File: src/rtl/mpid_state_ram.sv
`timescale 1ns / 1ps
// mpid_state_ram: per-channel state memory, one write and one registered read port
// valid bit per entry reads unwritten entries as zero; same-cycle write is forwarded

module mpid_state_ram #(
    parameter int DEPTH = 8,
    parameter int WIDTH = 32,
    parameter int AW    = 3
) (
    input  logic             i_clk,
    input  logic             i_rst_n,
    input  logic             i_en,
    input  logic             i_we,
    input  logic [AW-1:0]    i_waddr,
    input  logic [WIDTH-1:0] i_wdata,
    input  logic [AW-1:0]    i_raddr,
    output logic [WIDTH-1:0] o_rdata
);

    logic [WIDTH-1:0] r_mem [DEPTH];
    logic [DEPTH-1:0] r_vld;
    logic [WIDTH-1:0] r_q;
    logic [WIDTH-1:0] r_fwd;
    logic             r_hit;
    logic             r_rd_vld;

    always_ff @(posedge i_clk) begin
        if (i_en && i_we) begin
            r_mem[i_waddr] <= i_wdata;
        end
        if (i_en) begin
            r_q   <= r_mem[i_raddr];
            r_fwd <= i_wdata;
        end
    end

    always_ff @(posedge i_clk) begin
        if (!i_rst_n) begin
            r_vld    <= '0;
            r_hit    <= 1'b0;
            r_rd_vld <= 1'b0;
        end else if (i_en) begin
            if (i_we) begin
                r_vld[i_waddr] <= 1'b1;
            end
            r_hit    <= i_we && (i_waddr == i_raddr);
            r_rd_vld <= r_vld[i_raddr];
        end
    end

    assign o_rdata = r_hit ? r_fwd : (r_rd_vld ? r_q : '0);

endmodule

File: config.mk
export PLATFORM = sky130hd
export DESIGN_NAME = mpid_state_ram
export DESIGN_NICKNAME = d
export VERILOG_FILES = /design/src/rtl/mpid_state_ram.sv
export SDC_FILE = /design/constraint.sdc
export NUM_CORES = 1
export LEC_CHECK = 0
export ABC_CLOCK_PERIOD_IN_PS = 4100
export BUFFER_PORTS_ARGS = -buffer_cell sky130_fd_sc_hd__buf_2
export CAP_MARGIN = 5
export CORE_MARGIN = 5
export CORE_UTILIZATION = 40
export DETAILED_ROUTE_END_ITERATION = 16
export PLACE_DENSITY_LB_ADDON = 0.2
export REMOVE_ABC_BUFFERS = 1
export SLEW_MARGIN = 10
export SYNTH_ARGS = -nofsm -noshare
export SYNTH_HDL_FRONTEND = slang
export SYNTH_SLANG_ARGS = --single-unit
File: constraint.sdc
create_clock -name i_clk -period 4.1 [get_ports i_clk]
set_clock_uncertainty 0.05 [all_clocks]
set_input_delay 0.615 -clock i_clk [delete_from_list [all_inputs] [get_ports i_clk]]
set_output_delay 0.615 -clock i_clk [all_outputs]
set_load 0.05 [all_outputs]
# ---- Word-level counts from Yosys, hierarchy flattened
# Memories as Yosys holds them, arrays and structs flattened. A register that Yosys moved wholly into a read port is not among the register bits.
# Index checks and enable logic that the tools add are counted.
dict set report totals {
  n_memories 1
  reg_bits 42
  output_inout_bits 32
  ram_bits 256
}
dict set report classes {
  n_eq_ne 1
  n_lt_le_gt_ge 3
  n_bitwise 1
  n_reduce_logical 4
  muxes 8
}
# memory words word_bits read_ports rd_clocked_by_memory_dff wr line
set memory_table {}
lappend memory_table {r_mem 8 32 1 1 1 20} ;# logic [WIDTH-1:0] r_mem [DEPTH];
# op count
set ops {}
lappend ops {{$mux 32} 2}
lappend ops {{$lt 3x4->1 const B} 2}
lappend ops {{$or 8x8->8} 1}
lappend ops {{$mux 1} 4}
lappend ops {{$bmux 1 s3} 1}
lappend ops {{$demux 1 s3} 1}
lappend ops {{$eq 3x3->1} 1}
lappend ops {{$ge 3x1->1 const B} 1}
lappend ops {{$logic_and 1x1->1} 3}
lappend ops {{$reduce_and 2->1} 1}

# ---- Logic depth before layout (Yosys ltp)
# Gate-level depths: netlist of run 1.
dict set report depth {
  ltp_word 5
  mapped_depth 6
  ltp_nobuf 3
}

# ---- Least setup slack after synthesis of run 1
# OpenSTA, ideal clock, no wires.
dict set report synth_path {
  path_type {input to register}
  startpoint {input i_waddr[0]}
  endpoint {memory r_mem[4][0] (enable)}
  n_path_buf 0
  setup_time_ns 0.464
  t_arrival_ns 3.050
  slack_ns 0.536
  t_required_ns 3.586
  path_stages 2
  path_cell_list {nand2b_1 > nor3_1}
}
# element line
set synth_lines {}
lappend synth_lines {{start: declaration} 14} ;# input logic [AW-1:0] i_waddr,
lappend synth_lines {{end: declaration} 20}
# No word-level cell before the write port.

# ---- Final worst setup path of run 1
dict set report layout_path {
  startpoint {register r_rd_vld}
  endpoint {output o_rdata[17]}
}
dict set report layout_via {
  elab_chain_cells 2
}
# element line
set layout_lines {}
lappend layout_lines {{start: declaration} 25} ;# logic r_rd_vld;
lappend layout_lines {{start signal: assignment} 47} ;# r_rd_vld <= r_vld[i_raddr];
lappend layout_lines {{$mux 32 (2 in series)} 51} ;# assign o_rdata = r_hit ? r_fwd : (r_rd_vld ? r_q : '0);
lappend layout_lines {{end: declaration} 17} ;# output logic [WIDTH-1:0] o_rdata
# No other way between the ends.

==> results of run 1 <==
==> cells in the mapped netlist (all sizes together) <==
cell type / number
a21oi: 1
a22o: 32
buf: 15
clkbuf: 13
dfxtp: 10
edfxtp: 320
mux2: 32
mux2i: 4
mux4: 65
nand2: 3
nand2b: 1
nand3: 1
nand3b: 1
nor2: 6
nor2b: 2
nor3: 2
nor4: 1
o21a: 9
o21ai: 1
or3b: 1
xor2: 3
==> area by class of cell <==
class	count	area share, %
sequential	330	68.5
multi-input combinational	165	16.8
clock buffer	51	7.11
timing repair buffer	87	3.68
tap	396	3.46
clock inverter	10	0.515
==> worst min path at each step <==
| stage | from | endpoint | slack [ns] | cells past startpoint |
|---|---|---|---|---|
| 3_5_place_dp | r_vld[1] | r_vld[1] | 0.40 | 1 |
| 4_1_cts | i_wdata[16] | r_mem[4][16] | 0.33 | 1 |
| 2_1_floorplan | r_vld[0] | r_vld[0] | 0.39 | 1 |
| 5_1_grt | i_wdata[18] | r_mem[1][18] | 0.34 | 1 |
| 3_3_place_gp | r_vld[4] | r_vld[4] | 0.40 | 1 |
| 6_report | i_wdata[27] | r_mem[5][27] | 0.35 | 1 |
==> logic make-up (layout without fill, tap and decap cells) <==
kind of cell	after synthesis	after routing	synth area share (%)
AOI/OAI and AO/OA	43	43	2.94
xor gates and xnor gates	3	3	0.214
buffers and inverters	28	148	1.27
DFF	330	330	79.7
muxes	101	101	15.1
and+or+nand+nor	18	18	0.732
==> power breakdown <==
part           leakage, nW  internal, mW  switching [mW]
Combinational         1.16         0.147           0.230
Sequential            3.02          3.82          0.0281
Clock                0.535          1.78            1.19
==> through the flow <==
| step | total power [mW] | instances | setup WS [ns] |
|---|---|---|---|
| 3_5_place_dp | 4.30 | 978 | 1.37 |
| 6_report | 7.19 | 1039 | 1.32 |
| 2_1_floorplan | 4.11 | 495 | 0.536 |
| 4_1_cts | 7.28 | 1039 | 1.28 |
| 3_3_place_gp | 4.29 | 978 | 1.41 |
| 5_1_grt | 7.47 | 1039 | 1.23 |
==> sequential cells by signal, indices dropped and copies added (netlist names) <==
name      cells
r_rd_vld      1
r_hit         1
r_q          32
r_vld         8
r_mem       256
r_fwd        32
==> critical path, stage by stage (launching register included) <==
cell and delay (ns):
dfxtp_1 0.32, nor2b_4 0.53, buf_12 0.26, a22o_1 0.21
buf_2 0.29
==> per-layer routing <==
metal	wire, µm	vias up
met5	11	-
met4	438	2
met3	1210	36
met2	12600	121
met1	10700	2918
li1	-	2414
==> results summary, run 1 <==
The CTS tree is yes. For this run, the detailed router's first-pass iteration total came to 4. In the finished design, the share of the clock period the worst path needs comes to between 60% and 70%. The Yosys step of the flow raised 0 warnings. Following the worst setup path forward leads to its endpoint at o_rdata[17]. In this run the tool buffered the top-level ports with 73 buffer cells.

The final routed DRC violation total came out at 0. The number of different library cells used by synthesis comes to 24. The number of DRC markers after the initial detailed-route iteration came out at ~310. The launch point of the critical path is r_rd_vld. The number of global-route vias before repair is about 6000. The tightest min-delay check is of the primary input to flip-flop type.

The CTS clock-pin slew for the worst setup and hold paths came out at approximately 0.06 ns. The antenna diode instance count is 0. Setup violations remaining at the end of the flow were counted as 0.

The final weighted congestion in routability-driven placement is 0.687. Synthesis inferred 330 register bits. met2 is the most crowded layer.

In the final routed layout, each cell accounts on average for 24.0 µm. The cell area after synthesis is roughly 0.012 mm². The shortest clock period the worst path allows after layout came out at roughly 2.8 ns. The H-tree generated during clock tree synthesis spans 2 levels. The final routed wirelength across all metal layers came out at 24.9 mm. The endpoint of the most critical register-to-register path is r_q[8].

Buffers added to address setup during post-CTS repair amount to 0. The depth of the worst register-to-register path is 2. The starting utilization of the core area is between 40% and 50%. In the routed layout, each cell is associated on average with a via count of between 5 and 6.

The worst register-to-register path begins at r_mem[7][8]. The footprint of the multi-input gates came out at roughly 0.0024 mm². The synthesized netlist cell count is between 500 and 600.

Leaving out fill and tap cells, the most frequent cell in the layout is edfxtp_1. The clock sink count came out at 330. The initial antenna violation count came out at 1. The number of buffers inserted during clock tree synthesis is 35. In this run the clock root is driven by a clkbuf_16. The post-route netlist has a little under two fifths of its cells at a drive strength greater than 1. Power spread over the standard cell area amounts to 502 mW/mm². The met2 track utilization from global routing came out at 24.8%. At the pin with the least slew margin, the transition time is slightly above 1 ns.

The most area-hungry cell type in the Yosys netlist is edfxtp_1. The number of hold violations in the final report is 0. The antenna violation net count after detailed routing came out at 0.

The cts-stage hold buffer count came out at 0. The clock reaches the later pin of the worst-skew pair after approximately 0.5 ns. The arrival time of the worst setup path came out at between 2 and 2.5 ns. The count of cells resized by post-cts repair is 0.

The met1 layer usage reported by global route is approximately a fifth. The number of max-slew violations in the final report came to 0. Leaving out fill and tap cells, the most frequent cells in the layout are 320 x edfxtp_1, 70 x buf_2, 65 x mux4_2. The critical path in this run is classified as flip-flop to primary output.

The number of nets at the end of the flow came out at around 660. The worst hold slack came out at about 0.35 ns. Registers take 0.00981 mm². The run finished with clean final reports. Cells fill a little under half of the core in the end. The I/O pin count is between 70 and 80. The area enclosed by the die boundary came out at between 0.03 and 0.04 mm². The post-synthesis area per instance came out at ~24 µm². Measured along the y axis, the die boundary spans ~190 µm. Summed over all layers, the global routing overflow is 0. The post-detailed-placement half-perimeter wirelength came out at 12.8 mm.

The number of vias in the routed layout is between 5000 and 6000. After floorplanning, the core was divided into 64 placement rows. The top fanout value on the critical path is 19. Compared with the post-synthesis result, the final layout area differs by 16.4%. The leakage power total is between 4 and 5 nW.

The final-layout setup total negative slack came out at 0 ns. The first-pass GRT wire length came out at 37.4 mm. The core area is 0.0305 mm². The met3 layer usage reported by global route is 2.93%.

The share of the synthesized area in the top cell type came out at between 70 and 80%. The worst setup path is captured at a primary output. The instance area at placement came out at 0.0132 mm². The critical path data required time came out at 3.43 ns. The maximum root-to-sink buffer count is 3. The number of filler instances in the final layout came out at roughly 2500. STA classifies the critical path startpoint as a flip-flop. The maximum clock rate is ~360 MHz. The maximum number of pins on one net before global-route repair is 67. The post-route cell area is roughly 0.014 mm².

The worst-case IR drop observed on VDD is around 0.00032 V. The post-synthesis sequential area ratio came out at 79.7%. Global routing used between 10 and 15% of the available tracks. The relative slew slack came out at between 30% and 40%. By area the synthesized netlist is led by edfxtp_1 78%, mux4_2 12%, mux2_2 2.9%, a22o_1 2.3%, dfxtp_1 1.6%. The die boundary width came out at 185 µm.

The max-capacitance violation count is 0. Setup slack on the worst reg-to-reg path comes out at approximately 2.7 ns. Setup repair after global routing left no endpoint under its margin.
Power figures use the tool's default switching activity.
==> inputs of run 2 (changes only) <==
Settings changed: ABC_CLOCK_PERIOD_IN_PS 4100 to 2880.
Clock period 4.1 ns to 2.88 ns, I/O delays scaled along.
==> results summary, run 2 (same netlist as run 1, synthesis figures left out) <==
The relative slew slack is 31.9% (was 31.1%). The number of nets at the end of the flow is 663 (was 661). Result of the run: complete, no violations (unchanged). The post-synthesis to final-layout area growth is 16.7% (was 16.4%).

The top fanout value on the critical path came out at 24 (was 19). The number of filler instances in the final layout is 2513 (was 2531). The average wire per cell in the routed design came out at 23.8 µm (was 24.0 µm).

The maximum number of pins on one net before global-route repair came to 69 (was 67). The final routed wirelength across all metal layers is 24.7 mm (was 24.9 mm). The first-pass GRT wire length was 37.2 mm (was 37.4 mm). The cts-stage hold buffer count was 0 (unchanged). The max-capacitance violation count is 0 (unchanged). The arrival time of the worst setup path came out at 1.93 ns (was 2.11 ns).

The final routed DRC violation total came out at 0 (unchanged). The number of buffers inserted to repair setup after CTS is 0 (unchanged). The footprint of the multi-input gates was 0.00240 mm² (unchanged). The antenna diode instance count is 0 (unchanged). The all-layer global routing usage is 14.7% (about the same). The number of H-tree levels is 2 (unchanged). The number of buffers inserted during clock tree synthesis is 34 (was 35). The category of the most critical setup path was flip-flop to primary output (unchanged). The post-layout instance count excluding filler cells came to 1038 (was 1039). The number of detailed-routing iterations run before antenna repair is 4 (unchanged). The sort of element at the start of the critical path is a flip-flop (unchanged). The buffer cell driving the clock tree root is clkbuf_16 (unchanged). The routed wire length on met3 came out at 1.27 mm (was 1.21 mm). The number of vias in the routed layout came out at 5518 (was 5491). The shortest clock period the worst path allows after layout came out at about 2.4 ns. The number of DRC markers after the initial detailed-route iteration came to 329 (was 308). The routed length on met1 was 10.1 mm (was 10.7 mm). The actual transition at the worst max-transition pin came out at 1.02 ns (was 1.03 ns). The number of buffer cells added on primary ports was 73 (unchanged). The total met2 wirelength after detailed routing was 12.9 mm (was 12.6 mm).

Most used cells in the layout excluding fill and tap cells: 320 x edfxtp_1, 70 x buf_2, 65 x mux4_2 (unchanged). The type of the most critical hold path is primary input to flip-flop (unchanged). The antenna violation net count after detailed routing is 0 (unchanged). The starting utilization of the core area came out at 40.3% (unchanged). The die boundary width is 185 µm (unchanged). The number of max-slew violations in the final report came out at 0 (unchanged). The floorplan row count is 64 (unchanged). The total global routing overflow came out at 0 (unchanged).

The clock latency reported for the late side of the worst-skew pair came to 0.50 ns (about the same). The worst hold slack came out at 0.169 ns (was 0.349 ns). The ratio of cells with drive above 1 in the final layout was 37.4% (was 37.9%). The commonest non-fill, non-tap cell in the layout is edfxtp_1 (unchanged). The I/O pin count came to 74 (unchanged). The CTS tree was yes (unchanged). The maximum clock rate came out at approximately 410 MHz. The leakage power total came out at 4.72 nW (about the same). The CTS clock-pin slew for the worst setup and hold paths was 0.06 ns (about the same). The core area came out at 0.0305 mm² (unchanged).

Registers with the highest flip-flop counts: r_mem (256), r_fwd (32), r_q (32) (unchanged). The total power density per cell area was 701 mW/mm² (was 502 mW/mm²). The highest routed metal layer is met5 (unchanged). The area enclosed by the die boundary came to 0.0344 mm² (unchanged). The largest register by flop count was r_mem (unchanged).

The placed instance count came to 981 (was 978). The final-report setup violation count is 0 (unchanged). The total power came out at 10.1 mW (was 7.19 mW). The die span in y is 185 µm (unchanged).

The register cell area after layout came out at 0.00981 mm² (unchanged). The number of flip-flops under the largest register name came to 256 (unchanged). The final weighted congestion in routability-driven placement came to 0.683 (was 0.687).

Unrepaired setup endpoints after global routing: no (unchanged). The via-per-instance ratio is 5.32 (was 5.28). The post-detailed-placement half-perimeter wirelength came out at 12.6 mm (was 12.8 mm). The worst voltage drop across the vdd grid is 0.000511 V (was 0.000317 V). The critical path data required time came out at 2.40 ns (was 3.43 ns). The count of cells resized by post-cts repair was 0 (unchanged). The initial antenna violation count is 2 (was 1). The utilization after layout came out at 47.1% (was 47.0%). Dividing the final minimum period by the clock period gives between 80% and 90%.

The category of the worst setup path capture point is a primary output (unchanged). The number of hold violations in the final report is 0 (unchanged). The number of global-route vias before repair came out at 5917 (was 6020).

The register-to-register path setup slack is 1.45 ns (was 2.66 ns). The clock sink count is 330 (unchanged). The maximum root-to-sink buffer count is 3 (unchanged).
run 2: cell count changes in the layout (fill, tap and decap cells not counted):
cell,before,now
buf_12,4,10
clkbuf_8,4,0
buf_4,13,10
clkbuf_1,10,13
clkinv_2,5,3
clkinvlp_4,1,0
run 2: area by class of cell:
type	instances	share of cell area [%]
multi-input combinational	165	16.7
clock buffer	50	6.78
timing repair buffer	90	4.35
clock inverter	7	0.392
tap	396	3.45
sequential	330	68.3
run 2: worst paths after layout:
kind	endpoint	cells after the start	start
max	o_rdata[9]	4	r_rd_vld
min	r_mem[3][7]	1	i_wdata[7]
max reg2reg	r_q[13]	2	r_mem[3][13]
min reg2reg	r_vld[1]	1	r_vld[1]
run 2: routing by layer:
metal / vias to the layer above / track usage (%)
met4: 4 / 3.55
li1: 2421 / -
met1: 2923 / 18.9
met2: 137 / 25.6
met5: - / 0
met3: 33 / 3.02
run 2: worst max-delay path, stage by stage, from the launching register on:
cell and delay (ns):
dfxtp_1 0.33, nor2b_4 0.36, buf_12 0.27, a22o_1 0.19, buf_2 0.28
run 2: stage by stage:
| stage | worst slack, ns | TNS (ns) | area (µm²) |
|---|---|---|---|
| after floorplan | -0.501 | -31.14 | 12200 |
| after global placement | 0.672 | 0 | 13300 |
| after detailed placement | 0.677 | 0 | 13300 |
| after CTS | 0.392 | 0 | 14400 |
| after global routing | 0.350 | 0 | 14400 |
| final | 0.466 | 0 | 14400 |
run 2: report_power, final:
part,internal [mW],switching (mW)
Clock,2.42,1.64
Combinational,0.215,0.328
Sequential,5.43,0.0376
Total,8.07,2.01
==> inputs of run 3 (changes only) <==
Settings changed: ABC_CLOCK_PERIOD_IN_PS 2880 to 2100.
Clock period 2.88 ns to 2.1 ns, I/O delays scaled along.
==> results summary, run 3 (same netlist as run 1, synthesis figures left out) <==
The instance area at placement came out at 0.0135 mm² (was 0.0133 mm²). The maximum root-to-sink buffer count came out at 3 (unchanged). The endpoint of the most critical register-to-register path is r_q[7] (was r_q[13]). After layout, the worst path uses between 90% and 100% of the clock period. Most used cells in the layout excluding fill and tap cells: 320 x edfxtp_1, 65 x mux4_2, 62 x buf_2 (was 320 x edfxtp_1, 70 x buf_2, 65 x mux4_2). The final routed DRC violation total is 0 (unchanged). The clock sink count is 330 (unchanged). The final routed wirelength across all metal layers is 24.9 mm (was 24.7 mm).

The relative slew slack came out at 73.8% (was 31.9%). The via-per-instance ratio came out at 5.31 (was 5.32). Unrepaired setup endpoints after global routing: no (unchanged). The critical path data required time came out at 1.74 ns (was 2.40 ns). The average wire per cell in the routed design came out at 23.8 µm (about the same).

The number of hold violations in the final report was 0 (unchanged). The first-pass GRT wire length is 37.7 mm (was 37.2 mm). The placed instance count came out at 987 (was 981). The startpoint of the lowest-slack register-to-register path is r_mem[3][7] (was r_mem[3][13]).

The final weighted congestion in routability-driven placement is 0.679 (was 0.683). The all-layer global routing usage is 14.9% (was 14.7%). The buffer cell driving the clock tree root was clkbuf_16 (unchanged). The number of instances on the worst hold path came to 1 (unchanged). The maximum clock rate is between 400 and 500 MHz. The highest-delay cell along the critical path was dfxtp_2 (was nor2b_4). The antenna violation net count after detailed routing came out at 0 (unchanged). The area enclosed by the die boundary came out at 0.0344 mm² (unchanged).

The total power density per cell area is 971 mW/mm² (was 701 mW/mm²). The utilization after layout was 47.8% (was 47.1%). The actual transition at the worst max-transition pin came out at 0.394 ns (was 1.02 ns). The post-layout instance count excluding filler cells came to 1049 (was 1038). The number of buffer cells added on primary ports came out at 73 (unchanged). Registers with the highest flip-flop counts: r_mem (256), r_fwd (32), r_q (32) (unchanged). The capture endpoint of the worst hold path is r_mem[4][8] (was r_mem[3][7]). The CTS clock-pin slew for the worst setup and hold paths came to 0.06 ns (about the same). The register-to-register path setup slack came out at 0.66 ns (was 1.45 ns).

The post-synthesis to final-layout area growth is 18.6% (was 16.7%). The top fanout value on the critical path is 25 (was 24). The final-report setup violation count is 0 (unchanged). The antenna diode instance count was 0 (unchanged).

The shortest clock period the worst path allows after layout is around 2.0 ns. The initial antenna violation count came out at 1 (was 2). The worst hold slack is 0.0477 ns (was 0.169 ns). Result of the run: complete, no violations (unchanged). The floorplan row count is 64 (unchanged). The number of nets at the end of the flow came out at 670 (was 663). The depth of the worst register-to-register path came out at 2 (unchanged).

The category of the worst setup path capture point is a primary output (unchanged). The post-detailed-placement half-perimeter wirelength is 13.3 mm (was 12.6 mm). The sort of element at the start of the critical path is a flip-flop (unchanged). The core area is 0.0305 mm² (unchanged).

The launch point of the worst hold path is i_wdata[8] (was i_wdata[7]). The die span in y was 185 µm (unchanged). The clock latency reported for the late side of the worst-skew pair is 0.50 ns (about the same).

The maximum number of pins on one net before global-route repair is 56 (was 69). The I/O pin count is 74 (unchanged). The largest register by flop count is r_mem (unchanged). The number of global-route vias before repair came to 6094 (was 5917). The die boundary width is 185 µm (unchanged).

The arrival time of the worst setup path was 1.66 ns (was 1.93 ns). The number of flip-flops under the largest register name is 256 (unchanged). The leakage power total came out at 4.82 nW (was 4.72 nW). The number of vias in the routed layout is 5569 (was 5518). The total global routing overflow came out at 0 (unchanged). The commonest non-fill, non-tap cell in the layout was edfxtp_1 (unchanged). The max-capacitance violation count was 0 (unchanged).

The number of max-slew violations in the final report came to 0 (unchanged). The maximum cell stage delay along the critical path is 0.35 ns (was 0.36 ns). The starting utilization of the core area came out at 40.3% (unchanged). The number of detailed-routing iterations run before antenna repair came out at 4 (unchanged).

The ratio of cells with drive above 1 in the final layout is 38.3% (was 37.4%). The post-route cell area is 0.0146 mm² (was 0.0144 mm²). The number of DRC markers after the initial detailed-route iteration came out at 407 (was 329). The worst voltage drop across the vdd grid is 0.000677 V (was 0.000511 V). The CTS tree is yes (unchanged). Cell chain of the critical path: nor2b_4 > buf_12 > a22o_1 > clkbuf_4 (was nor2b_4 > buf_12 > a22o_1 > buf_2).

The number of H-tree levels is 2 (unchanged). The type of the most critical hold path is primary input to flip-flop (unchanged). The number of buffers inserted to repair setup after CTS is 0 (unchanged). The category of the most critical setup path was flip-flop to primary output (unchanged).

The number of buffers inserted during clock tree synthesis is 35 (was 34).
run 3: cell types whose count changed in the layout (fill, tap and decap cells not counted), moves of 2 or more:
cell and change:
buf_12 +6, buf_2 -8, buf_4 +2, bufinv_16 +2, clkbuf_1 -6, clkbuf_4 +5
clkinv_1 +8
run 3: routing by layer:
metal  global-route usage, %  wire, µm  part of all wire, %  up-vias
li1                        -         -                    -     2434
met1                    19.6     10500                   42     2951
met2                    25.8     12700                   51      146
met3                    2.59      1310                  5.3       36
met4                    3.79       385                  1.5        2
met5                       0        11                0.044        -
run 3: final cells by class:
class	count	area (µm²)
Timing Repair Buffer	96	769
Tap cell	396	495
Fill cell	2513	15900
Multi-Input combinational cell	165	2410
Clock inverter	18	151
Sequential cell	330	9810
Clock buffer	44	952
run 3: worst max-delay path by stage:
stage,start,endpoint
floorplan,i_waddr[0],r_mem[4][0]
global placement,i_raddr[0],r_q[15]
detailed placement,i_raddr[0],r_q[15]
CTS,r_hit,o_rdata[30]
global route,r_rd_vld,o_rdata[20]
finish,r_hit,o_rdata[27]
run 3: per-stage QoR:
step                      power (mW)  worst slack (ns)  setup TNS [ns]
after floorplan                 8.02             -1.16         -160.53
after global placement          8.40             0.250               0
after detailed placement        8.43             0.227               0
after CTS                       14.4            0.0173               0
after global routing            14.7           0.00527               0
final                           14.2            0.0771               0
run 3: power by group:
part           internal (mW)  switching [mW]  leakage, nW  total (mW)
logic                  0.319           0.455         1.26       0.774
registers               7.45          0.0534         3.02        7.50
clock network           3.56            2.33        0.540        5.89
run 3: critical path, delay by kind of cell, from the launching register on:
family / cells / cell delay, ns
compound gates: 1 / 0.19
flops: 1 / 0.35
simple gates: 1 / 0.14
buf+inv: 2 / 0.44
run 3: timing repair:
action / in CTS / in global routing
setup endpoints to repair: 3 / 7
hold buffers: 0 / 0
gates resized for setup: 3 / 7
endpoints found under the hold margin: 0 / 0
